`src/rtl/core/mpso_pkg.sv`:
```
package mpso_pkg;

	localparam int DEFAULT_PIXEL_BITS = 8;
	localparam int SPRITE_ROWS        = 16;
	localparam int SHAPE_COUNT        = 4;
	localparam int WIDEST_SPRITE      = 24;

	// raw coordinate space and scaling constants
	localparam int RAW_WIDTH     = 1280;
	localparam int RAW_HEIGHT    = 1024;
	localparam int LEFT_MAX      = 65535;
	localparam int LEFT_MIN_MAG  = 65536;
	localparam int TOP_MAX       = 4095;
	// divide by five: floor(q * RECIP5 / 2**RECIP5_SHIFT) is exact for q < 2**19
	localparam logic [18:0] RECIP5       = 19'd419431;
	localparam int          RECIP5_SHIFT = 21;

	// reset values of the configuration registers
	localparam logic [2:0]  RESET_MODE   = 3'd0;
	localparam logic [11:0] RESET_WIDTH  = 12'd640;
	localparam logic [10:0] RESET_HEIGHT = 11'd256;

	// modes with pointer artwork
	localparam logic [2:0] MODE_LAST_ART = 3'd2;

	typedef enum logic [2:0] {
		CFG_MODE   = 3'd0,
		CFG_WIDTH  = 3'd1,
		CFG_HEIGHT = 3'd2,
		CFG_BODY   = 3'd3,
		CFG_HALO   = 3'd4
	} cfg_idx_t;

	typedef enum logic [1:0] {
		ART_CLEAR,
		ART_BODY,
		ART_HALO
	} art_t;

	typedef struct packed {
		logic               shown;
		logic signed [16:0] left;
		logic [11:0]        top;
		logic [1:0]         mode;
		logic [1:0]         kind;
	} ptr_state_t;

	localparam logic [7:0] CH_BODY = "#";
	localparam logic [7:0] CH_HALO = "o";

	localparam logic [191:0] ART24 [4][16] = '{
		'{"......oooooooooo........", "......oo######oo........", "......oo######oo........",
		  "......oo######oo........", "......oo######oo........", "oooooooo######oooooooo..",
		  "oo##################oo..", "oo##################oo..", "oo##################oo..",
		  "oooooooo######oooooooo..", "......oo######oo........", "......oo######oo........",
		  "......oo######oo........", "......oo######oo........", "......oooooooooo........",
		  "........................"},
		'{"..........oooooo........", "......oooo######oooo....", "....oo##############oo..",
		  "....oo####oooooo####oo..", "..oo####oo......oo####oo", "..oo####oo......oo####oo",
		  "..oo####oo......oo####oo", "....oo####oooooo####oo..", "....oo##############oo..",
		  "......oooo########oo....", "..........oooo####oo....", "............oooo####oo..",
		  "..............oo####oo..", "................oo####oo", "................oo####oo",
		  "..................oooo.."},
		'{"oooo....................", "oo##oo..................", "oo####oo................",
		  "oo######oo..............", "oo########oo............", "oo##########oo..........",
		  "oo############oo........", "oo########oooo..........", "oo##oo####oo............",
		  "oooooooo####oo..........", "......oo####oo..........", "........oo####oo........",
		  "........oo####oo........", "..........oo####oo......", "..........oo####oo......",
		  "............oooo........"},
		'{"....................oooo", "..................oo##oo", "................oo####oo",
		  "..............oo######oo", "............oo########oo", "..........oo##########oo",
		  "........oo############oo", "..........oooo########oo", "............oo####oo##oo",
		  "..........oo####oooooooo", "..........oo####oo......", "........oo####oo........",
		  "........oo####oo........", "......oo####oo..........", "......oo####oo..........",
		  "........oooo............"}
	};

	localparam logic [95:0] ART12 [4][16] = '{
		'{"...ooooo....", "...o###o....", "...o###o....", "...o###o....", "...o###o....",
		  "oooo###oooo.", "o#########o.", "o#########o.", "o#########o.", "oooo###oooo.",
		  "...o###o....", "...o###o....", "...o###o....", "...o###o....", "...ooooo....",
		  "............"},
		'{".....ooo....", "...oo###oo..", "..o#######o.", "..o##ooo##o.", ".o##o...o##o",
		  ".o##o...o##o", ".o##o...o##o", "..o##ooo##o.", "..o#######o.", "...oo####o..",
		  "....ooo##o..", ".......o##o.", ".......o##o.", "........o##o", "........o##o",
		  ".........oo."},
		'{"oo..........", "o#o.........", "o##o........", "o###o.......", "o####o......",
		  "o#####o.....", "o######o....", "o####oo.....", "o#o##o......", "oooo##o.....",
		  "...o##o.....", "....o##o....", "....o##o....", ".....o##o...", ".....o##o...",
		  "......oo...."},
		'{"..........oo", ".........o#o", "........o##o", ".......o###o", "......o####o",
		  ".....o#####o", "....o######o", "......o####o", "......o##o#o", ".....o##oooo",
		  ".....o##o...", "....o##o....", "....o##o....", "...o##o.....", "...o##o.....",
		  "....oo......"}
	};

	localparam logic [47:0] ART6 [4][16] = '{
		'{"..ooo.", "..o#o.", "..o#o.", "..o#o.", "..o#o.", "..o#o.", ".o###o", ".o###o",
		  ".o###o", "..o#o.", "..o#o.", "..o#o.", "..o#o.", "..o#o.", "..ooo.", "......"},
		'{"..oo..", ".o##o.", ".o##o.", "o#oo#o", "o#oo#o", "o#oo#o", "o#oo#o", "o#oo#o",
		  ".o##o.", ".o##o.", "..o#o.", "...o#o", "...o#o", "...o#o", "...o#o", "....o."},
		'{"oo....", "o#o...", "o#o...", "o##o..", "o##o..", "o###o.", "o###o.", "o##o..",
		  "o##o..", "ooo#o.", "..o#o.", "..o#o.", "..o#o.", "...o#o", "...o#o", "....o."},
		'{"....oo", "...o#o", "...o#o", "..o##o", "..o##o", ".o###o", ".o###o", "..o##o",
		  "..o##o", ".o#ooo", ".o#o..", ".o#o..", ".o#o..", "o#o...", "o#o...", ".o...."}
	};

	// artwork cell of one shape; col must be inside the shape width
	function automatic art_t art_lookup(input logic [1:0] mode, input logic [1:0] kind,
			input logic [3:0] row, input logic [4:0] col);
		logic [4:0] r24;
		logic [3:0] r12;
		logic [2:0] r6;
		logic [7:0] ch;
		art_t       code;
		r24 = 5'd23 - col;
		r12 = 4'd11 - col[3:0];
		r6  = 3'd5 - col[2:0];
		case (mode)
			2'd0:    ch = ART24[kind][row][{r24, 3'b000} +: 8];
			2'd1:    ch = ART12[kind][row][{r12, 3'b000} +: 8];
			2'd2:    ch = ART6[kind][row][{r6, 3'b000} +: 8];
			default: ch = 8'h2E;
		endcase
		if (ch == CH_BODY) begin
			code = ART_BODY;
		end else if (ch == CH_HALO) begin
			code = ART_HALO;
		end else begin
			code = ART_CLEAR;
		end
		return code;
	endfunction

endpackage

```
`src/rtl/core/mpso_hit.sv`:
```
module mpso_hit (
	input  mpso_pkg::ptr_state_t st,
	input  logic [10:0]          px,
	input  logic [9:0]           py,
	input  logic [11:0]          width,
	input  logic [10:0]          height,
	output mpso_pkg::art_t       code
);

	logic signed [12:0] row;
	logic signed [17:0] col;
	logic [4:0]         shape_w;
	logic               on_screen;
	logic               row_ok;
	logic               col_ok;

	// sprite rows count toward smaller pixel_y from the top row
	assign row = $signed({1'b0, st.top}) - $signed({3'b000, py});
	assign col = $signed({7'b0, px}) - $signed({st.left[16], st.left});

	// shape width by artwork set
	always_comb begin
		case (st.mode)
			2'd0:    shape_w = 5'd24;
			2'd1:    shape_w = 5'd12;
			2'd2:    shape_w = 5'd6;
			default: shape_w = 5'd0;
		endcase
	end

	assign on_screen = ({1'b0, px} < width) && ({1'b0, py} < height);
	assign row_ok    = (row[12:4] == 9'd0);
	assign col_ok    = (col[17:5] == 13'd0) && (col[4:0] < shape_w);

	assign code = (st.shown && on_screen && row_ok && col_ok)
		? mpso_pkg::art_lookup(st.mode, st.kind, row[3:0], col[4:0])
		: mpso_pkg::ART_CLEAR;

endmodule

```
`src/rtl/core/mouse_pointer_sprite_overlay_unit.sv`:
```
// channel | direction | handshake             | payload
// in      | sink      | in_valid / in_ready   | command, mouse_x_raw, mouse_y_raw, pointer_type,
//         |           |                       | pixel_x, pixel_y, pixel_in
// out     | source    | out_valid / out_ready | pixel_out, pointer_hit (pixel transactions only)
// cfg     | sink      | cfg_valid / cfg_ready | cfg_index, cfg_data (cfg_ready always high)
//
// one transaction per clock unless stalled; a pixel result is registered in turn through
// the input register, product register and result register
// position transactions update the pointer state at the product stage, in order with pixels
// the whole pipeline advances while the result register is empty or being taken
// reset clears control and configuration to their defaults, pointer hidden
module mouse_pointer_sprite_overlay_unit #(
	parameter  int PIXEL_BITS = mpso_pkg::DEFAULT_PIXEL_BITS,
	localparam int CFG_BITS   = (PIXEL_BITS > 12) ? PIXEL_BITS : 12
) (
	input  logic                  clk,
	input  logic                  arst_n,
	input  logic                  in_valid,
	output logic                  in_ready,
	input  logic                  command,
	input  logic signed [15:0]    mouse_x_raw,
	input  logic [11:0]           mouse_y_raw,
	input  logic [3:0]            pointer_type,
	input  logic [10:0]           pixel_x,
	input  logic [9:0]            pixel_y,
	input  logic [PIXEL_BITS-1:0] pixel_in,
	output logic                  out_valid,
	input  logic                  out_ready,
	output logic [PIXEL_BITS-1:0] pixel_out,
	output logic                  pointer_hit,
	input  logic                  cfg_valid,
	output logic                  cfg_ready,
	input  logic [2:0]            cfg_index,
	input  logic [CFG_BITS-1:0]   cfg_data
);

	logic [2:0]            mode_q;
	logic [11:0]           width_q;
	logic [10:0]           height_q;
	logic [PIXEL_BITS-1:0] body_q;
	logic [PIXEL_BITS-1:0] halo_q;
	mpso_pkg::ptr_state_t  st_q;

	logic                  en;
	logic                  v_s1, v_s2, out_valid_q;
	logic                  cmd_s1, cmd_s2;
	logic signed [15:0]    x_s1;
	logic [11:0]           y_s1;
	logic [3:0]            type_s1;
	logic [10:0]           px_s1, px_s2;
	logic [9:0]            py_s1, py_s2;
	logic [PIXEL_BITS-1:0] pin_s1, pin_s2;
	logic                  neg_s2, hide_s2;
	logic [1:0]            kind_s2;
	logic [27:0]           prodx_s2;
	logic [22:0]           prody_s2;
	logic [PIXEL_BITS-1:0] pixel_out_q;
	logic                  hit_q;

	logic [15:0]           x_abs;
	logic [37:0]           quot_full;
	logic [16:0]           quot;
	logic [16:0]           mag;
	logic signed [16:0]    left_new;
	logic [12:0]           top_full;
	logic [11:0]           top_new;
	mpso_pkg::art_t        code;
	logic                  cfg_wr;

	assign en        = !out_valid_q || out_ready;
	assign in_ready  = en;
	assign cfg_ready = 1'b1;
	assign cfg_wr    = cfg_valid && cfg_ready;

	// configuration registers
	always_ff @(posedge clk or negedge arst_n) begin
		if (!arst_n) begin
			mode_q   <= mpso_pkg::RESET_MODE;
			width_q  <= mpso_pkg::RESET_WIDTH;
			height_q <= mpso_pkg::RESET_HEIGHT;
			body_q   <= PIXEL_BITS'(1);
			halo_q   <= '0;
		end else if (cfg_wr) begin
			case (cfg_index)
				mpso_pkg::CFG_MODE:   mode_q   <= cfg_data[2:0];
				mpso_pkg::CFG_WIDTH:  width_q  <= cfg_data[11:0];
				mpso_pkg::CFG_HEIGHT: height_q <= cfg_data[10:0];
				mpso_pkg::CFG_BODY:   body_q   <= cfg_data[PIXEL_BITS-1:0];
				mpso_pkg::CFG_HALO:   halo_q   <= cfg_data[PIXEL_BITS-1:0];
				default: ;
			endcase
		end
	end

	// input register
	always_ff @(posedge clk or negedge arst_n) begin
		if (!arst_n) begin
			v_s1 <= 1'b0;
		end else if (en) begin
			v_s1 <= in_valid;
		end
	end

	always_ff @(posedge clk) begin
		if (en && in_valid) begin
			cmd_s1  <= command;
			x_s1    <= mouse_x_raw;
			y_s1    <= mouse_y_raw;
			type_s1 <= pointer_type;
			px_s1   <= pixel_x;
			py_s1   <= pixel_y;
			pin_s1  <= pixel_in;
		end
	end

	// product stage: magnitude of x times width, y times height
	assign x_abs = x_s1[15] ? 16'(-x_s1) : 16'(x_s1);

	always_ff @(posedge clk or negedge arst_n) begin
		if (!arst_n) begin
			v_s2 <= 1'b0;
		end else if (en) begin
			v_s2 <= v_s1;
		end
	end

	always_ff @(posedge clk) begin
		if (en && v_s1) begin
			cmd_s2   <= cmd_s1;
			neg_s2   <= x_s1[15];
			hide_s2  <= (type_s1 >= 4'(mpso_pkg::SHAPE_COUNT))
				|| (mode_q > mpso_pkg::MODE_LAST_ART);
			kind_s2  <= type_s1[1:0];
			prodx_s2 <= 28'(x_abs) * 28'(width_q);
			prody_s2 <= 23'(y_s1) * 23'(height_q);
			px_s2    <= px_s1;
			py_s2    <= py_s1;
			pin_s2   <= pin_s1;
		end
	end

	// divide by 1280: shift by 256, then reciprocal multiply by 1/5
	assign quot_full = 38'(prodx_s2[26:8]) * 38'(mpso_pkg::RECIP5);
	assign quot      = quot_full[mpso_pkg::RECIP5_SHIFT +: 17];
	always_comb begin
		if (neg_s2) begin
			mag = (quot > 17'(mpso_pkg::LEFT_MIN_MAG)) ? 17'(mpso_pkg::LEFT_MIN_MAG) : quot;
			left_new = -$signed(mag);
		end else begin
			mag = (quot > 17'(mpso_pkg::LEFT_MAX)) ? 17'(mpso_pkg::LEFT_MAX) : quot;
			left_new = $signed(mag);
		end
	end

	// divide by 1024 truncates, then clamp to the row range
	assign top_full = prody_s2[22:10];
	assign top_new  = (top_full > 13'(mpso_pkg::TOP_MAX)) ? 12'(mpso_pkg::TOP_MAX)
		: top_full[11:0];

	// pointer state: position transactions and mode writes
	always_ff @(posedge clk or negedge arst_n) begin
		if (!arst_n) begin
			st_q <= '0;
		end else if (cfg_wr && (cfg_index == mpso_pkg::CFG_MODE)) begin
			st_q.shown <= 1'b0;
		end else if (en && v_s2 && !cmd_s2) begin
			if (hide_s2) begin
				st_q.shown <= 1'b0;
			end else begin
				st_q.shown <= 1'b1;
				st_q.left  <= left_new;
				st_q.top   <= top_new;
				st_q.mode  <= mode_q[1:0];
				st_q.kind  <= kind_s2;
			end
		end
	end

	mpso_hit u_hit (
		.st     (st_q),
		.px     (px_s2),
		.py     (py_s2),
		.width  (width_q),
		.height (height_q),
		.code   (code)
	);

	// result register
	always_ff @(posedge clk or negedge arst_n) begin
		if (!arst_n) begin
			out_valid_q <= 1'b0;
		end else if (en) begin
			out_valid_q <= v_s2 && cmd_s2;
		end
	end

	always_ff @(posedge clk) begin
		if (en && v_s2 && cmd_s2) begin
			unique case (code)
				mpso_pkg::ART_BODY: begin
					pixel_out_q <= body_q;
					hit_q       <= 1'b1;
				end
				mpso_pkg::ART_HALO: begin
					pixel_out_q <= halo_q;
					hit_q       <= 1'b1;
				end
				default: begin
					pixel_out_q <= pin_s2;
					hit_q       <= 1'b0;
				end
			endcase
		end
	end

	assign out_valid   = out_valid_q;
	assign pixel_out   = pixel_out_q;
	assign pointer_hit = hit_q;

	// a hit always carries one of the two pointer colours
	assert property (@(posedge clk) disable iff (!arst_n)
		out_valid_q && hit_q |-> (pixel_out_q == body_q) || (pixel_out_q == halo_q))
		else $error("pointer hit with a colour other than body or halo");

	// a mode write hides the pointer
	assert property (@(posedge clk) disable iff (!arst_n)
		cfg_wr && (cfg_index == mpso_pkg::CFG_MODE) |=> !st_q.shown)
		else $error("pointer still shown after mode write");

	// a new result only comes from a pixel transaction at the product stage
	assert property (@(posedge clk) disable iff (!arst_n)
		$rose(out_valid_q) |-> $past(v_s2 && cmd_s2))
		else $error("result without a pixel transaction");

endmodule

```
`config.mk`:
```
export PLATFORM = sky130hd
export DESIGN_NAME = mouse_pointer_sprite_overlay_unit
export DESIGN_NICKNAME = d
export VERILOG_FILES = /design/src/rtl/core/mpso_pkg.sv /design/src/rtl/core/mpso_hit.sv /design/src/rtl/core/mouse_pointer_sprite_overlay_unit.sv
export SDC_FILE = /design/constraint.sdc
export NUM_CORES = 2
export LEC_CHECK = 0
export BUFFER_PORTS_ARGS = -buffer_cell sky130_fd_sc_hd__clkbuf_2
export CAP_MARGIN = 20
export CORE_MARGIN = 8
export CORE_UTILIZATION = 59
export DETAILED_ROUTE_END_ITERATION = 12
export PLACE_DENSITY = 0.79
export SYNTH_ARGS = -nofsm -noshare
export SYNTH_HDL_FRONTEND = slang
export SYNTH_SLANG_ARGS = --single-unit
```
`constraint.sdc`:
```
create_clock -name clk -period 7.5 [get_ports clk]
set_input_delay 0.75 -clock clk [delete_from_list [all_inputs] [get_ports clk]]
set_output_delay 0.75 -clock clk [all_outputs]
set_load 0.005 [all_outputs]
```
==> reports/results.txt <==
# setup viols final -> 0
Design Area, Final -> 0.03252 mm2
Crit path max-delay cell type -> fa_2
Die height -> 240.5 um
Fin crit share -> 97.04%
Clock tree from TritonCTS -> done
Remaining antenna violation count -> 0
Clk slew on worst S/H paths -> 0.07 ns
Critical path launch point type -> flop
Largest net degree at the start of global routing -> 80
# port buffers -> 92
Antenna diodes -> 0
Rows -> 82
Final Core Density -> 65.08%
Post-synth EDFFs -> 137
First DRT Iteration DRCs -> 2615
Bufs and invs on worst path -> 3
Synth cell types -> 96
Synth Instances -> 3257
Sequential fraction of the synthesis area -> 20.50%
Post-synth top area share -> 23.97%
Vias per cell -> 6.107
Total clock sinks -> 216
Net count reported at finish -> 4128
Synthesis-to-layout area growth -> 9.362%
Core Footprint -> 0.04997 mm2
Synth Flop Type -> edfxtp_1
Die area -> 0.05784 mm2
Vias -> 24700
Reg-to-Reg Start -> prodx_s2[10]
Cell Area, Synth -> 0.02974 mm2
Initial antenna violation count -> 1
Slowest stage delay, CP -> 0.61 ns
Final Max Slew Viols -> 0
Clock Latency Late Sink -> 0.57 ns
Ports placed on the boundary -> 94
FMAX -> 0.1374 GHz
Clock root cell -> clkbuf_16
Dpl ws -> -0.08527 ns
Yosys warning count -> 0
Crit Path Class -> reg -> reg
Setup ws final -> 0.2220 ns
Mean routed wirelength per cell -> 20.80 um
Worst path top cell family by delay -> adder cells
Status -> finished clean
Yosys reg bits -> 216
RR Endpoint -> st_q[26]
Routed WL -> 84.14 mm
Skew final -> 0.03287 ns
Starting Density -> 59.51%
Remaining global-route overflow -> 0
Worst-path maximum fanout -> 8
CTS Buf Count -> 25
Max cap viols -> 0
Ratio of cells with drive above 1 in the final layout -> 11.77%
Initial DRT Pass Iterations -> 7
Endpoints failing hold -> 0
Worst-margin pin slew -> 1.153 ns
Worst endpoint required time -> 7.97 ns
Syn Nets -> 4031
Hold WC Path Type -> in -> async
First-pass GRT wire length -> 134.7 mm
DP Area -> 0.03138 mm2
Max-slew headroom -> 22.84%
Die X -> 240.5 um
Clock H-tree levels -> 1
Async SR Flop Fraction -> 36.57%
Top cells by area, synth -> fa_1 24%, ha_1 14%, edfxtp_1 14%, inv_1 6.6%, dfrtp_1 6.3%
DPL Wire Length -> 66.15 mm
CP Capture Type -> flop
Reg-to-reg setup timing slack -> 0.22 ns
R2r worst-path depth -> 25
GPL Wtd Cong -> 1.034
Clock Path Buffers -> 3
Period minus WS final -> 7.278 ns
Avg Cell Area, Syn -> 9.130 um2
GRT Util Overall -> 29.20%
Arr. time, crit path -> 7.75 ns
Area leader, netlist -> fa_1
DRC viols -> 0
Vias in the first global route -> 25280
-- routing by layer --
layer  share of wire [%]  vias to the layer above  global-route usage (%)  wire, um
met5                   0                        -                       0         0
met4                 3.3                        0                   8.768      2812
met3                 9.2                      214                   5.146      7711
met2                  46                     1302                   46.56     38320
met1                  42                    12130                   40.60     35290
li1                    -                    11060                       -         -
-- how the worst max path moves through the flow --
stage / startpoint / end / slack (ns) / depth (start not counted)
global placement: prodx_s2[9] / st_q[28] / 0.04 / 26
detailed placement: prodx_s2[9] / st_q[32] / -0.09 / 24
CTS: prodx_s2[9] / st_q[32] / 0.02 / 24
finish: prodx_s2[10] / st_q[26] / 0.22 / 25
floorplan: prodx_s2[10] / st_q[30] / 0.10 / 26
global route: prodx_s2[10] / st_q[28] / -0.03 / 28
-- cells in the mapped netlist (18+ instances only) --
| cell type | instances |
|---|---|
| ha_1 | 336 |
| and3_1 | 18 |
| a22oi_1 | 18 |
| nor2b_1 | 24 |
| xnor2_1 | 51 |
| nand2_1 | 383 |
| nor3_1 | 51 |
| inv_1 | 526 |
| fa_1 | 356 |
| edfxtp_1 | 137 |
| a21o_1 | 29 |
| o211ai_1 | 26 |
| nor2_1 | 134 |
| o21a_1 | 18 |
| a31oi_1 | 25 |
| o21ai_0 | 170 |
| nand2b_1 | 20 |
| dfrtp_1 | 75 |
| o31ai_1 | 19 |
| a21oi_1 | 141 |
| mux2_2 | 30 |
| xor2_1 | 31 |
| nand3_1 | 57 |
| a211oi_1 | 26 |
| and2_1 | 138 |
| clkbuf_1 | 141 |
-- cell usage in the layout (no fill, tap or decap), drive strengths merged, types with 134 or more instances in the layout --
master | synthesis | routed
nand2 | 383 | 383
ha | 336 | 336
buf | 20 | 140
inv | 526 | 534
nor2 | 134 | 134
a21oi | 142 | 142
fa | 356 | 356
and2 | 141 | 141
o21ai | 183 | 183
edfxtp | 137 | 137
-- cells by family after synthesis --
logic type | Yosys count | share of synthesized area, %
DFF | 216 | 20.50
buffers and inverters | 691 | 8.845
other | 1 | 0.01261
xor gates and xnor gates | 82 | 2.415
muxes | 48 | 1.994
and+or+nand+nor | 902 | 14.38
adders and majority gates | 693 | 38.14
AOI/OAI and AO/OA | 624 | 13.72
-- metrics by stage --
step / TNS (ns) / instances / hold WS [ns]
finish: 0 / 4045 / 0.08626
floorplan: 0 / 3257 / 0.4003
detailed placement: -0.3956 / 3984 / 0.4045
global route: -0.07234 / 4045 / 0.1049
CTS: 0 / 4030 / 0.3378
global placement: 0 / 3984 / 0.4008
-- flip-flops by register name (all words and copies together) (netlist names), 2 cells and up --
signal and flops:
mode_q 3, y_s1 12, st_q 34, py_s1 10, height_q 11, kind_s2 2, pixel_out 8, width_q 12
pin_s2 8, body_q 8, prody_s2 13, x_s1 16, px_s1 11, type_s1 4, py_s2 10, halo_q 8
prodx_s2 19, pin_s1 8, px_s2 11
-- worst register-to-register path, stage by stage, from the launching register on --
cell       delay [ns]
edfxtp_1         0.42
buf_4            0.17
ha_4             0.21
xor2_1           0.17
ha_1             0.20
or2_2            0.34
fa_2             0.61
fa_1             0.45
fa_1             0.55
inv_1            0.06
fa_1             0.53
inv_1            0.06
ha_4             0.25
and3_1           0.20
and2_0           0.18
a221o_1          0.36
o311a_4          0.34
a311o_4          0.43
a2111oi_4        0.40
or3_4            0.22
a21oi_2          0.04
or2_2            0.31
ha_4             0.21
nand2_1          0.15
mux2i_1          0.10
o32ai_1          0.26
-- layout make-up --
cell class | count | area [um2]
Clock buffer | 28 | 636.9
Clock inverter | 18 | 146.4
Fill cell | 3991 | 17450
Inverter | 530 | 1989
Multi-Input combinational cell | 2350 | 21270
Sequential cell | 216 | 6096
Tap cell | 672 | 840.8
Timing Repair Buffer | 231 | 1536
-- timing repair --
item / CTS / global route
setup buffers: 0 / 12
setup endpoints to repair: 7 / 15
pin swaps: 0 / 12
gates resized for setup: 1 / 42
hold buffers: 0 / 0
Power is not shown: default switching activity piles up to over one toggle a cycle in this logic, so the estimate is an artifact.
